<file path="config.mk">
export PLATFORM = sky130hd
export DESIGN_NAME = tag_delimited_frame_extractor
export DESIGN_NICKNAME = d
export VERILOG_FILES = /design/src/sv/tdfe_pkg.sv /design/src/sv/tag_delimited_frame_extractor.sv /design/src/sv/tdfe_core.sv
export SDC_FILE = /design/constraint.sdc
export NUM_CORES = 1
export LEC_CHECK = 0
export BUFFER_PORTS_ARGS = -buffer_cell sky130_fd_sc_hd__buf_2
export CORE_ASPECT_RATIO = 0.6
export CORE_MARGIN = 3
export CORE_UTILIZATION = 55
export DETAILED_ROUTE_END_ITERATION = 10
export PLACE_DENSITY = 0.86
export SETUP_SLACK_MARGIN = 0.1
export SYNTH_ARGS = -nofsm -noshare
export SYNTH_HDL_FRONTEND = slang
export SYNTH_SLANG_ARGS = --single-unit
</file>
<file path="constraint.sdc">
create_clock -name clk -period 7.3 [get_ports clk]
set_clock_uncertainty 0.05 [all_clocks]
set_input_delay 0.365 -clock clk [delete_from_list [all_inputs] [get_ports clk]]
set_output_delay 0.365 -clock clk [all_outputs]
set_load 0.005 [all_outputs]
</file>
<file path="src/sv/tdfe_pkg.sv">
// Shared constants and types for the tag-delimited frame extractor.
package tdfe_pkg;

    localparam int DEFAULT_FRAME_CAPACITY = 4095;

    localparam int START_LEN = 9;
    localparam int END_LEN   = 7;
    localparam int LEN_W     = 12;

    localparam logic [7:0] OPEN_TAG [START_LEN] = '{
        8'h53, 8'h54, 8'h41, 8'h52, 8'h54, 8'h53, 8'h45, 8'h4E, 8'h44
    };

    localparam logic [7:0] CLOSE_TAG [END_LEN] = '{
        8'h45, 8'h4E, 8'h44, 8'h53, 8'h45, 8'h4E, 8'h44
    };

    typedef struct packed {
        logic             valid;
        logic             has_byte;
        logic [7:0]       payload_byte;
        logic             frame_end;
        logic [LEN_W-1:0] frame_length;
        logic             overflow;
    } tdfe_result_t;

endpackage

</file>
<file path="src/sv/tag_delimited_frame_extractor.sv">
// Top level of the tag-delimited frame extractor: stream ports and result register.
//
// The block takes one received byte per item on the slave stream and hunts for the
// start tag "STARTSEND"; a byte that breaks the match restarts the hunt and is not
// retried as the first tag byte. Once the tag is seen it collects bytes through a
// seven-byte window and releases each byte leaving the window as payload, so the
// end tag "ENDSEND" is stripped. Completing the end tag yields a result with tlast
// set and the frame's payload length; that same result also carries the final
// payload byte when there is one. A frame that holds FRAME_CAPACITY bytes and gets
// one more gives an overflow result, drops that byte and the window, and hunts
// again. Rate: one item per clock cycle while the output register is not stalled;
// each result appears in the output register in the cycle after the item that
// caused it. The tag compare and window shift are combinational between the state
// registers and the output register, and the input stays ready while the output
// register is empty or is being taken in the same cycle.
module tag_delimited_frame_extractor
    import tdfe_pkg::*;
#(
    parameter int FRAME_CAPACITY = DEFAULT_FRAME_CAPACITY
)
(
    input  logic        clk,
    input  logic        rst_n,
    input  logic        s_tvalid,
    output logic        s_tready,
    input  logic [7:0]  s_tdata,    // [7:0] in_byte
    output logic        m_tvalid,
    input  logic        m_tready,
    output logic [23:0] m_tdata,    // [7:0] payload_byte, [19:8] frame_length, rest 0
    output logic        m_tlast,    // frame_end
    output logic [1:0]  m_tuser     // [0] has_byte, [1] overflow
);

    tdfe_result_t res;
    logic         step;

    logic             valid_reg, valid_next;
    logic             has_byte_reg;
    logic [7:0]       payload_reg;
    logic             frame_end_reg;
    logic [LEN_W-1:0] length_reg;
    logic             overflow_reg;

    // Accept while the output register is free or drains this cycle.
    assign s_tready = !valid_reg || m_tready;
    assign step     = s_tvalid && s_tready;

    tdfe_core #(
        .FRAME_CAPACITY (FRAME_CAPACITY)
    ) u_core (
        .clk     (clk),
        .rst_n   (rst_n),
        .step    (step),
        .in_byte (s_tdata),
        .res     (res)
    );

    always_comb
    begin
        valid_next = valid_reg;
        if (step)
        begin
            // Load the new result, or empty the register if the item made none.
            valid_next = res.valid;
        end
        else if (m_tready)
        begin
            valid_next = 1'b0;
        end
    end

    always_ff @(posedge clk or negedge rst_n)
    begin
        if (!rst_n)
        begin
            valid_reg <= 1'b0;
        end
        else
        begin
            valid_reg <= valid_next;
        end
    end

    // Hold the payload until a new result replaces it.
    always_ff @(posedge clk)
    begin
        if (step && res.valid)
        begin
            has_byte_reg  <= res.has_byte;
            payload_reg   <= res.payload_byte;
            frame_end_reg <= res.frame_end;
            length_reg    <= res.frame_length;
            overflow_reg  <= res.overflow;
        end
    end

    assign m_tvalid = valid_reg;
    assign m_tdata  = {4'd0, length_reg, payload_reg};
    assign m_tlast  = frame_end_reg;
    assign m_tuser  = {overflow_reg, has_byte_reg};

endmodule

</file>
<file path="src/sv/tdfe_core.sv">
// Tag hunt, end-tag window and frame length count for one item per cycle.
module tdfe_core
    import tdfe_pkg::*;
#(
    parameter int FRAME_CAPACITY = DEFAULT_FRAME_CAPACITY
)
(
    input  logic         clk,
    input  logic         rst_n,
    input  logic         step,
    input  logic [7:0]   in_byte,
    output tdfe_result_t res
);

    localparam int CNT_W = $clog2(FRAME_CAPACITY + 1);
    localparam int EXT_W = (CNT_W > LEN_W) ? CNT_W : LEN_W;
    localparam int MC_W  = $clog2(START_LEN);

    logic             collecting_reg, collecting_next;
    logic [MC_W-1:0]  match_cnt_reg, match_cnt_next;
    logic [CNT_W-1:0] held_reg, held_next;
    logic [7:0]       win_reg [END_LEN];
    logic [7:0]       win_next [END_LEN];

    logic             start_hit;
    logic             full;
    logic             ejected;
    logic             end_hit;
    logic             shift_en;
    logic [CNT_W-1:0] held_inc;
    logic [EXT_W-1:0] len_ext;

    always_comb
    begin
        for (int i = 0; i < END_LEN - 1; i++)
        begin
            win_next[i] = win_reg[i + 1];
        end
        win_next[END_LEN - 1] = in_byte;
    end

    assign start_hit = (in_byte == OPEN_TAG[match_cnt_reg]);
    assign full      = (held_reg >= CNT_W'(FRAME_CAPACITY));
    assign ejected   = (held_reg >= CNT_W'(END_LEN));
    assign held_inc  = held_reg + 1'b1;
    assign len_ext   = EXT_W'(held_inc) - EXT_W'(END_LEN);
    assign shift_en  = step && collecting_reg && !full;

    always_comb
    begin
        end_hit = (held_reg >= CNT_W'(END_LEN - 1));
        for (int i = 0; i < END_LEN; i++)
        begin
            if (win_next[i] != CLOSE_TAG[i])
            begin
                end_hit = 1'b0;
            end
        end
    end

    always_comb
    begin
        collecting_next = collecting_reg;
        match_cnt_next  = match_cnt_reg;
        held_next       = held_reg;
        res             = '0;
        if (step)
        begin
            if (!collecting_reg)
            begin
                if (start_hit)
                begin
                    if (match_cnt_reg == MC_W'(START_LEN - 1))
                    begin
                        collecting_next = 1'b1;
                        held_next       = '0;
                        match_cnt_next  = '0;
                    end
                    else
                    begin
                        match_cnt_next = match_cnt_reg + 1'b1;
                    end
                end
                else
                begin
                    match_cnt_next = '0;
                end
            end
            else if (full)
            begin
                collecting_next = 1'b0;
                held_next       = '0;
                match_cnt_next  = '0;
                res.valid       = 1'b1;
                res.overflow    = 1'b1;
            end
            else
            begin
                held_next = held_inc;
                if (end_hit)
                begin
                    collecting_next  = 1'b0;
                    held_next        = '0;
                    match_cnt_next   = '0;
                    res.valid        = 1'b1;
                    res.frame_end    = 1'b1;
                    res.frame_length = len_ext[LEN_W-1:0];
                end
                if (ejected)
                begin
                    res.valid        = 1'b1;
                    res.has_byte     = 1'b1;
                    res.payload_byte = win_reg[0];
                end
            end
        end
    end

    always_ff @(posedge clk or negedge rst_n)
    begin
        if (!rst_n)
        begin
            collecting_reg <= 1'b0;
            match_cnt_reg  <= '0;
            held_reg       <= '0;
        end
        else
        begin
            collecting_reg <= collecting_next;
            match_cnt_reg  <= match_cnt_next;
            held_reg       <= held_next;
        end
    end

    // Window contents are only read once the window has been filled with frame bytes.
    always_ff @(posedge clk)
    begin
        if (shift_en)
        begin
            win_reg <= win_next;
        end
    end

endmodule

</file>
==> out/summary.md, run 1 <==
### Logic synthesis
* **distinct cell type count of the synthesized netlist** 59
* **Syn. warnings** 0
* **portion of the post-synthesis area used by sequential elements** 0.643
* **Post-Synthesis Cell Area** 0.00439 mm^2
* **top_reg_cell synth** sky130_fd_sc_hd__edfxtp_1
* **Async S/R FF share, synth** 0.186
* **number of flip-flops and latches in the synthesized netlist** 97
* **number of standard cells after synthesis** 338
* **count of flip-flops with a built-in enable after synthesis** 79
* **mean cell area of the mapped netlist** 13.0 um^2

### GRT
* **maximum number of pins on one net before global-route repair** 57
* **antenna violations before repair** 0
* **overall track demand over capacity in global routing** 0.190
* **GRT overflow** 0
* **via count of the first global-routing pass** 2,430
* **first-pass GRT wire length** 12.7 mm

### Clocking
* **Clock Latency Late Sink** 0.35 ns
* **CTS Buffer Depth** 2
* **depth of the CTS H-tree** 3
* **Clock transition at path regs** 0.07 ns
* **number of buffers added for setup after CTS** 0
* **total clock buffers created by CTS** 9
* **number of clock sinks** 97
* **CTS root buffer** sky130_fd_sc_hd__clkbuf_16
* **clock tree from TritonCTS** built

### Min path
* **min-delay worst type** in2reg

### Floorplan
* **effective utilization at floorplan** 0.585
* **total number of placement rows** 24
* **Die Span Y** 75.2 um
* **IO Count** 41
* **Die W** 121 um
* **Core Box Area** 0.00751 mm^2
* **area of the die** 0.00913 mm^2

### Run status
* **status** finished, final reports clean

### Routing
* **DR iter-0 viols** 325
* **final antenna-violating net count** 0
* **Routed Wire Length** 8.10 mm
* **total number of vias** 2,802
* **vias per std cell** 5.84
* **drt drc** 0
* **WL/cell** 16.9 um
* **drt pass-1 iters** 5

### Finish
* **growth of design area from synthesis to finish** 12.6%
* **final net count** 392
* **share of layout cells above drive strength 1** 0.173
* **max reg flops** 48
* **number of fill cells in the layout** 547
* **Final Instance Count excl. Fillers** 480
* **area of combinational cells with multiple inputs** 0.00144 mm^2
* **most frequent cells in the layout** 79 x sky130_fd_sc_hd__edfxtp_1, 36 x sky130_fd_sc_hd__buf_2, 23 x sky130_fd_sc_hd__nand2_1
* **sequential standard cell area** 0.00282 mm^2
* **antenna fix cells** 0
* **Non-Filler Cell Area, Final** 0.00494 mm^2
* **post-route core utilization** 0.658
* **most frequent standard cell in the layout excluding fill and tap cells** sky130_fd_sc_hd__edfxtp_1

### Place
* **worst slack at placement** 3.94 ns
* **RD Place Congestion** 0.990
* **I/O Buffers** 36
* **area after detailed placement** 0.00462 mm^2
* **placed cell count** 463
* **final HPWL from detailed placement** 5.82 mm

### Worst setup path
* **slowest cell delay on critical path** 0.80 ns
* **arrival time reported for the critical path endpoint** 3.36 ns
* **Cell Chain, Critical Path** ha_1 > nand4_1 > or4_1 > inv_1 > nor3b_1 > nor2_2
* **worst path required time** 7.21 ns
* **type of element launching the critical path** register
* **critical path type** reg2reg
* **CP max FO** 23
* **category of the worst setup path capture point** register
* **highest-delay cell along the critical path** sky130_fd_sc_hd__nor2_2

### STA
* **count of final setup violators** 0
* **period utilization** 0.472
* **worst hold margin** 0.157 ns
* **fin crit period** 3.44 ns
* **Slew HR** 0.273
* **total count of hold-check failures in the final report** 0
* **Worst Setup Slack, final** 3.86 ns
* **setup repair after global routing missed its margin** no
* **final number of max-transition violations** 0
* **Fin Setup TNS** 0 ns
* **achievable frequency** 290 MHz
* **slew of the pin with the lowest slew margin** 1.09 ns

### Job
* **Max-cap violations** 0

### Power and ir drop
* **total chip power** 1.09 mW
* **highest ir drop seen on vdd** 0.197 mV
* **total power density per cell area** 220 mW/mm^2
* **Leakage** 1.86 nW

-- Yosys cell counts, drive strengths merged, types with 3 or more instances --
cell      n  share of area
and3      4         0.0068
clkbuf   10         0.0086
nand2b    7          0.010
edfxtp   79           0.54
a211oi    3         0.0051
xnor2    17          0.034
and2     11          0.016
buf       9          0.017
o22ai     6         0.0086
or3       4         0.0057
nor4      5         0.0085
and4b     3         0.0068
nand3    10          0.011
o2bb2ai   3         0.0060
nand4     6         0.0086
inv      10         0.0086
ha        9          0.026
a21oi     8          0.010
nor2     24          0.021
nor3     10          0.011
o211ai    5         0.0086
dfrtp    18           0.10
nand2    23          0.020
nor2b     3         0.0060
o21a      4         0.0068
nor4b     6          0.012
o21ai    11          0.013
-- critical path, delay by kind of cell, from the launching register on --
kind	cells	cell delay, ns
adders and majority gates	1	0.47
buffers and inverters	1	0.19
DFF	1	0.60
and+or+nand+nor	4	1.73
-- layer usage --
| metal | global-route usage | vias up | routed length (um) |
|---|---|---|---|
| met5 | 0 | - | 0 |
| met4 | 0.0584 | 0 | 123 |
| met3 | 0.0691 | 14 | 881 |
| met2 | 0.264 | 150 | 3300 |
| met1 | 0.282 | 1323 | 3800 |
| li1 | - | 1315 | - |
-- timing repair --
action	CTS	global route
endpoints found under the hold margin	18	0
hold buffers	1	0
setup endpoints to repair	0	0
gates resized for setup	0	0
-- cell families after synthesis --
kind of cell | synth area share
buf+inv | 0.0336
other cells | 0.000854
flops | 0.643
xor+xnor | 0.0379
fa+ha+maj | 0.0256
compound gates | 0.0852
simple gates | 0.166
mux | 0.00741
-- worst paths after layout --
path                                     startpoint                   to  slack (ns)  cells past startpoint
worst max-delay path             u_core.held_reg[0]       payload_reg[2]        3.86                      6
worst min-delay path                     s_tdata[5]  u_core.win_next[13]        0.16                      1
worst max register to register   u_core.held_reg[0]       payload_reg[2]        3.86                      6
worst min register to register  u_core.win_next[34]  u_core.win_next[42]        0.39                      0
max in group asynchronous                     rst_n   u_core.held_reg[5]        6.43                      2
min in group asynchronous                     rst_n  u_core.held_reg[11]        0.45                      2
-- layout make-up --
type / instances / share of cell area
Multi-Input combinational cell: 215 / 0.292
Sequential cell: 97 / 0.571
Tap cell: 104 / 0.0263
Inverter: 10 / 0.00759
Timing Repair Buffer: 38 / 0.0400
Clock buffer: 11 / 0.0511
Clock inverter: 5 / 0.0122
-- power breakdown --
group / internal (mW) / switching [mW] / leakage, nW
Combinational: 0.00460 / 0.00809 / 0.698
Sequential: 0.591 / 0.0000591 / 1.01
Clock: 0.286 / 0.196 / 0.153
Total: 0.882 / 0.204 / 1.86
No activity file was read; power rests on OpenSTA's default activity.
==> inputs of run 2 (changes only) <==
Settings changed: ABC_AREA set to 1, CORE_UTILIZATION 55 to 53.
Clock period 7.3 ns to 2.85 ns, I/O delays scaled along.
==> run 2 against run 1 <==
Net effect:
- sequential share of layout area down 3.8 points
- non-clock buffer count up 11
- power rose to 2.8 times the previous value
- synthesized cell count up 37%
- synthesized area up 4.2%
- routed wire length up 11%
- cell count up 31%
- setup slack worse by 3.3 ns
- via count up 16%
- utilization down 0.79 points
- critical endpoint is now u_core.held_reg[3]
- highest routed layer unchanged
==> out/summary.md, run 2 <==
### Clocking
* **CTS root buffer** sky130_fd_sc_hd__clkbuf_16, unchanged
* **Resized cells post-CTS** 0, unchanged
* **depth of the CTS H-tree** 3, unchanged
* **Clock Latency Late Sink** 0.34 ns, was 0.35 ns
* **Clock transition at path regs** 0.07 ns, about the same
* **CTS Buffer Depth** 2, unchanged
* **total clock buffers created by CTS** 9, unchanged
* **clock tree from TritonCTS** built, unchanged
* **number of clock sinks** 97, unchanged

### Routing
* **DR iter-0 viols** 335, was 325
* **vias per std cell** 5.20, was 5.84
* **drt drc** 0, unchanged
* **Routed Wire Length** 9.02 mm, was 8.10 mm
* **total number of vias** 3,260, was 2,802
* **drt pass-1 iters** 6, was 5
* **WL/cell** 14.4 um, was 16.9 um
* **final antenna-violating net count** 0, unchanged

### Worst setup path
* **category of the worst setup path capture point** register, unchanged
* **CP max FO** 12, was 23
* **type of element launching the critical path** register, unchanged
* **Top cell by count, worst path** sky130_fd_sc_hd__nand2_1
* **worst path required time** 3.08 ns, was 7.21 ns
* **reg-to-reg startpoint** u_core.match_cnt_reg[0], was u_core.held_reg[0]
* **setup slack on the worst flop-to-flop path** 0.52 ns, was 3.86 ns
* **slowest cell delay on critical path** 0.45 ns, was 0.80 ns
* **arrival time reported for the critical path endpoint** 2.56 ns, was 3.36 ns
* **critical path type** reg2reg, unchanged
* **Cell Chain, Critical Path** inv_1 > ha_1 > inv_1 > nand2_1 > nand3_1 > nand2_1 > nand3_1 > nor2_1 > nand4_2 > nand2_1 > nand2_1 > nand2_1, was ha_1 > nand4_1 > or4_1 > inv_1 > nor3b_1 > nor2_2
* **terminus of the critical flop-to-flop path** u_core.held_reg[3], was payload_reg[2]
* **worst r2r path cells** 12, was 6
* **highest-delay cell along the critical path** sky130_fd_sc_hd__dfrtp_1, was sky130_fd_sc_hd__nor2_2

### GRT
* **antenna violations before repair** 0, unchanged
* **via count of the first global-routing pass** 3,150, was 2,430
* **GRT overflow** 0, unchanged
* **maximum number of pins on one net before global-route repair** 43, was 57
* **first-pass GRT wire length** 15.0 mm, was 12.7 mm
* **overall track demand over capacity in global routing** 0.197, was 0.190

### Logic synthesis
* **synth cell count leaders** 105 x sky130_fd_sc_hd__nand2_1, 79 x sky130_fd_sc_hd__edfxtp_1, 75 x sky130_fd_sc_hd__nor2_1, was 79 x sky130_fd_sc_hd__edfxtp_1, 24 x sky130_fd_sc_hd__nor2_1, 23 x sky130_fd_sc_hd__nand2_1
* **top post-synthesis cells by area** sky130_fd_sc_hd__edfxtp_1 52%, sky130_fd_sc_hd__dfrtp_1 9.8%, sky130_fd_sc_hd__nand2_1 8.6%, was sky130_fd_sc_hd__edfxtp_1 54%, sky130_fd_sc_hd__dfrtp_1 10%, sky130_fd_sc_hd__xnor2_1 3.4%
* **top_reg_cell synth** sky130_fd_sc_hd__edfxtp_1, unchanged
* **most area-hungry cell type in the Yosys netlist** sky130_fd_sc_hd__edfxtp_1, unchanged
* **Post-Synthesis Cell Area** 0.00457 mm^2, was 0.00439 mm^2
* **number of flip-flops and latches in the synthesized netlist** 97, unchanged
* **portion of synthesized cell area occupied by the leading cell type** 0.519, was 0.540
* **number of standard cells after synthesis** 462, was 338
* **count of flip-flops with a built-in enable after synthesis** 79, unchanged
* **portion of the post-synthesis area used by sequential elements** 0.617, was 0.643
* **Async S/R FF share, synth** 0.186, unchanged
* **library cell with the highest instance count after synthesis** sky130_fd_sc_hd__nand2_1, was sky130_fd_sc_hd__edfxtp_1
* **distinct cell type count of the synthesized netlist** 30, was 59
* **mean cell area of the mapped netlist** 9.90 um^2, was 13.0 um^2
* **Syn. warnings** 0, unchanged

### STA
* **slew of the pin with the lowest slew margin** 0.515 ns, was 1.09 ns
* **Fin Setup TNS** 0 ns, unchanged
* **achievable frequency** 429 MHz, was 290 MHz
* **Worst Setup Slack, final** 0.521 ns, was 3.86 ns
* **setup repair after global routing missed its margin** no, unchanged
* **total count of hold-check failures in the final report** 0, unchanged
* **final number of max-transition violations** 0, unchanged
* **fin crit period** 2.33 ns, was 3.44 ns
* **period utilization** 0.817, was 0.472
* **count of final setup violators** 0, unchanged
* **Slew HR** 0.656, was 0.273

### Finish
* **Final Instance Count excl. Fillers** 627, was 480
* **most frequent cells in the layout** 105 x sky130_fd_sc_hd__nand2_1, 79 x sky130_fd_sc_hd__edfxtp_1, 75 x sky130_fd_sc_hd__nor2_1, was 79 x sky130_fd_sc_hd__edfxtp_1, 36 x sky130_fd_sc_hd__buf_2, 23 x sky130_fd_sc_hd__nand2_1
* **max reg flops** 48, unchanged
* **growth of design area from synthesis to finish** 15.7%, was 12.6%
* **most frequent standard cell in the layout excluding fill and tap cells** sky130_fd_sc_hd__nand2_1, was sky130_fd_sc_hd__edfxtp_1
* **share of layout cells above drive strength 1** 0.168, was 0.173
* **number of fill cells in the layout** 678, was 547
* **antenna fix cells** 0, unchanged
* **post-route core utilization** 0.650, was 0.658
* **final net count** 535, was 392

### Min path
* **min-delay worst type** in2async, was in2reg

### Floorplan
* **Core Box Area** 0.00813 mm^2, was 0.00751 mm^2
* **total number of placement rows** 25, was 24
* **Die W** 126 um, was 121 um
* **effective utilization at floorplan** 0.562, was 0.585
* **Die Span Y** 78.0 um, was 75.2 um
* **IO Count** 41, unchanged
* **area of the die** 0.00982 mm^2, was 0.00913 mm^2

### Power and ir drop
* **highest ir drop seen on vdd** 0.304 mV, was 0.197 mV
* **fraction of power consumed by sequential logic** 0.518, was 0.545
* **total power density per cell area** 585 mW/mm^2, was 220 mW/mm^2
* **share of power burned in combinational logic** 0.048, was 0.012
* **Switching Fraction** 0.201, was 0.188
* **Leakage** 2.38 nW, was 1.86 nW
* **Clock power frac** 0.434, was 0.444
* **switching component of the power** 0.622 mW, was 0.204 mW
* **internal power consumption** 2.47 mW, was 0.882 mW

### Place
* **RD Place Congestion** 1.03, was 0.990
* **final HPWL from detailed placement** 6.35 mm, was 5.82 mm
* **worst slack at placement** 0.603 ns, was 3.94 ns
* **placed cell count** 602, was 463
* **I/O Buffers** 36, unchanged

### Run status
* **status** finished, final reports clean, unchanged

### Job
* **Max-cap violations** 0, unchanged

run 2: changes by cell type after synthesis, moves of 10 or more:
cell                      change
sky130_fd_sc_hd__and2_1      -10
sky130_fd_sc_hd__nand3_1     +27
sky130_fd_sc_hd__xnor2_1     -17
sky130_fd_sc_hd__nor2_1      +51
sky130_fd_sc_hd__inv_1       +54
sky130_fd_sc_hd__nand2_1     +82
run 2: cell families (layout without fill, tap and decap cells):
group,after synthesis,in the layout,synth area share
adder cells (fa/ha/maj),9,9,0.0246
other,1,4,0.000820
buffers and inverters,79,133,0.0725
XOR/XNOR,5,5,0.0170
AO/OA/AOI/OAI,12,12,0.0137
flip-flops,97,97,0.617
AND/OR/NAND/NOR,259,259,0.254
run 2: power by group through the flow:
stage	logic, mW	clock network, mW	registers [mW]
4_1_cts	0.147	1.37	1.60
2_1_floorplan	0.0967	0	1.62
6_report	0.150	1.34	1.60
5_1_grt	0.168	1.43	1.61
3_3_place_gp	0.126	0	1.63
3_5_place_dp	0.136	0	1.63
run 2: critical path: cells and delay by family, from the launching register on:
kind	cells	cell delay, ns
simple gates	9	1.26
buf+inv	2	0.18
flops	1	0.45
fa+ha+maj	1	0.33
run 2: how the worst max path moves through the flow:
stage                            startpoint            endpoint  slack (ns)  depth (start not counted)
finish              u_core.match_cnt_reg[0]  u_core.held_reg[3]        0.52                         12
floorplan                u_core.held_reg[0]       length_reg[9]        0.10                         10
detailed placement  u_core.match_cnt_reg[0]  u_core.held_reg[3]        0.60                         12
global placement    u_core.match_cnt_reg[0]  u_core.held_reg[4]        0.70                         11
global route        u_core.match_cnt_reg[0]  u_core.held_reg[5]        0.32                         12
CTS                 u_core.match_cnt_reg[0]  u_core.held_reg[3]        0.55                         12
run 2: metrics by stage:
| step | total power [mW] | hold WS [ns] | cell area (um^2) |
|---|---|---|---|
| after floorplan | 1.72 | -0.203 | 4600 |
| after global placement | 1.75 | 0.0378 | 4860 |
| after detailed placement | 1.77 | 0.0459 | 4860 |
| after CTS | 3.12 | 0.198 | 5290 |
| after global routing | 3.21 | 0.239 | 5290 |
| final | 3.10 | 0.215 | 5290 |
run 2: cell type report:
class	count	area (um^2)	area share
multi-input cells	289	1440	0.272
flip-flops and latches	97	2820	0.534
clock buffers	10	229	0.0433
well taps	108	135	0.0255
inverters	68	259	0.0490
repair buffers	49	300	0.0568
clock inverters	6	106	0.0201
run 2: what timing repair did:
action,CTS,global route
endpoints found under the hold margin,26,0
setup buffers,0,0
hold buffers,9,0
run 2: per-layer routing:
| layer | part of all wire | GRT usage | up-vias |
|---|---|---|---|
| met5 | 0 | 0 | - |
| met1 | 0.43 | 0.246 | 1497 |
| met2 | 0.45 | 0.309 | 151 |
| met4 | 0.013 | 0.0589 | 0 |
| met3 | 0.11 | 0.0894 | 15 |
| li1 | - | - | 1597 |
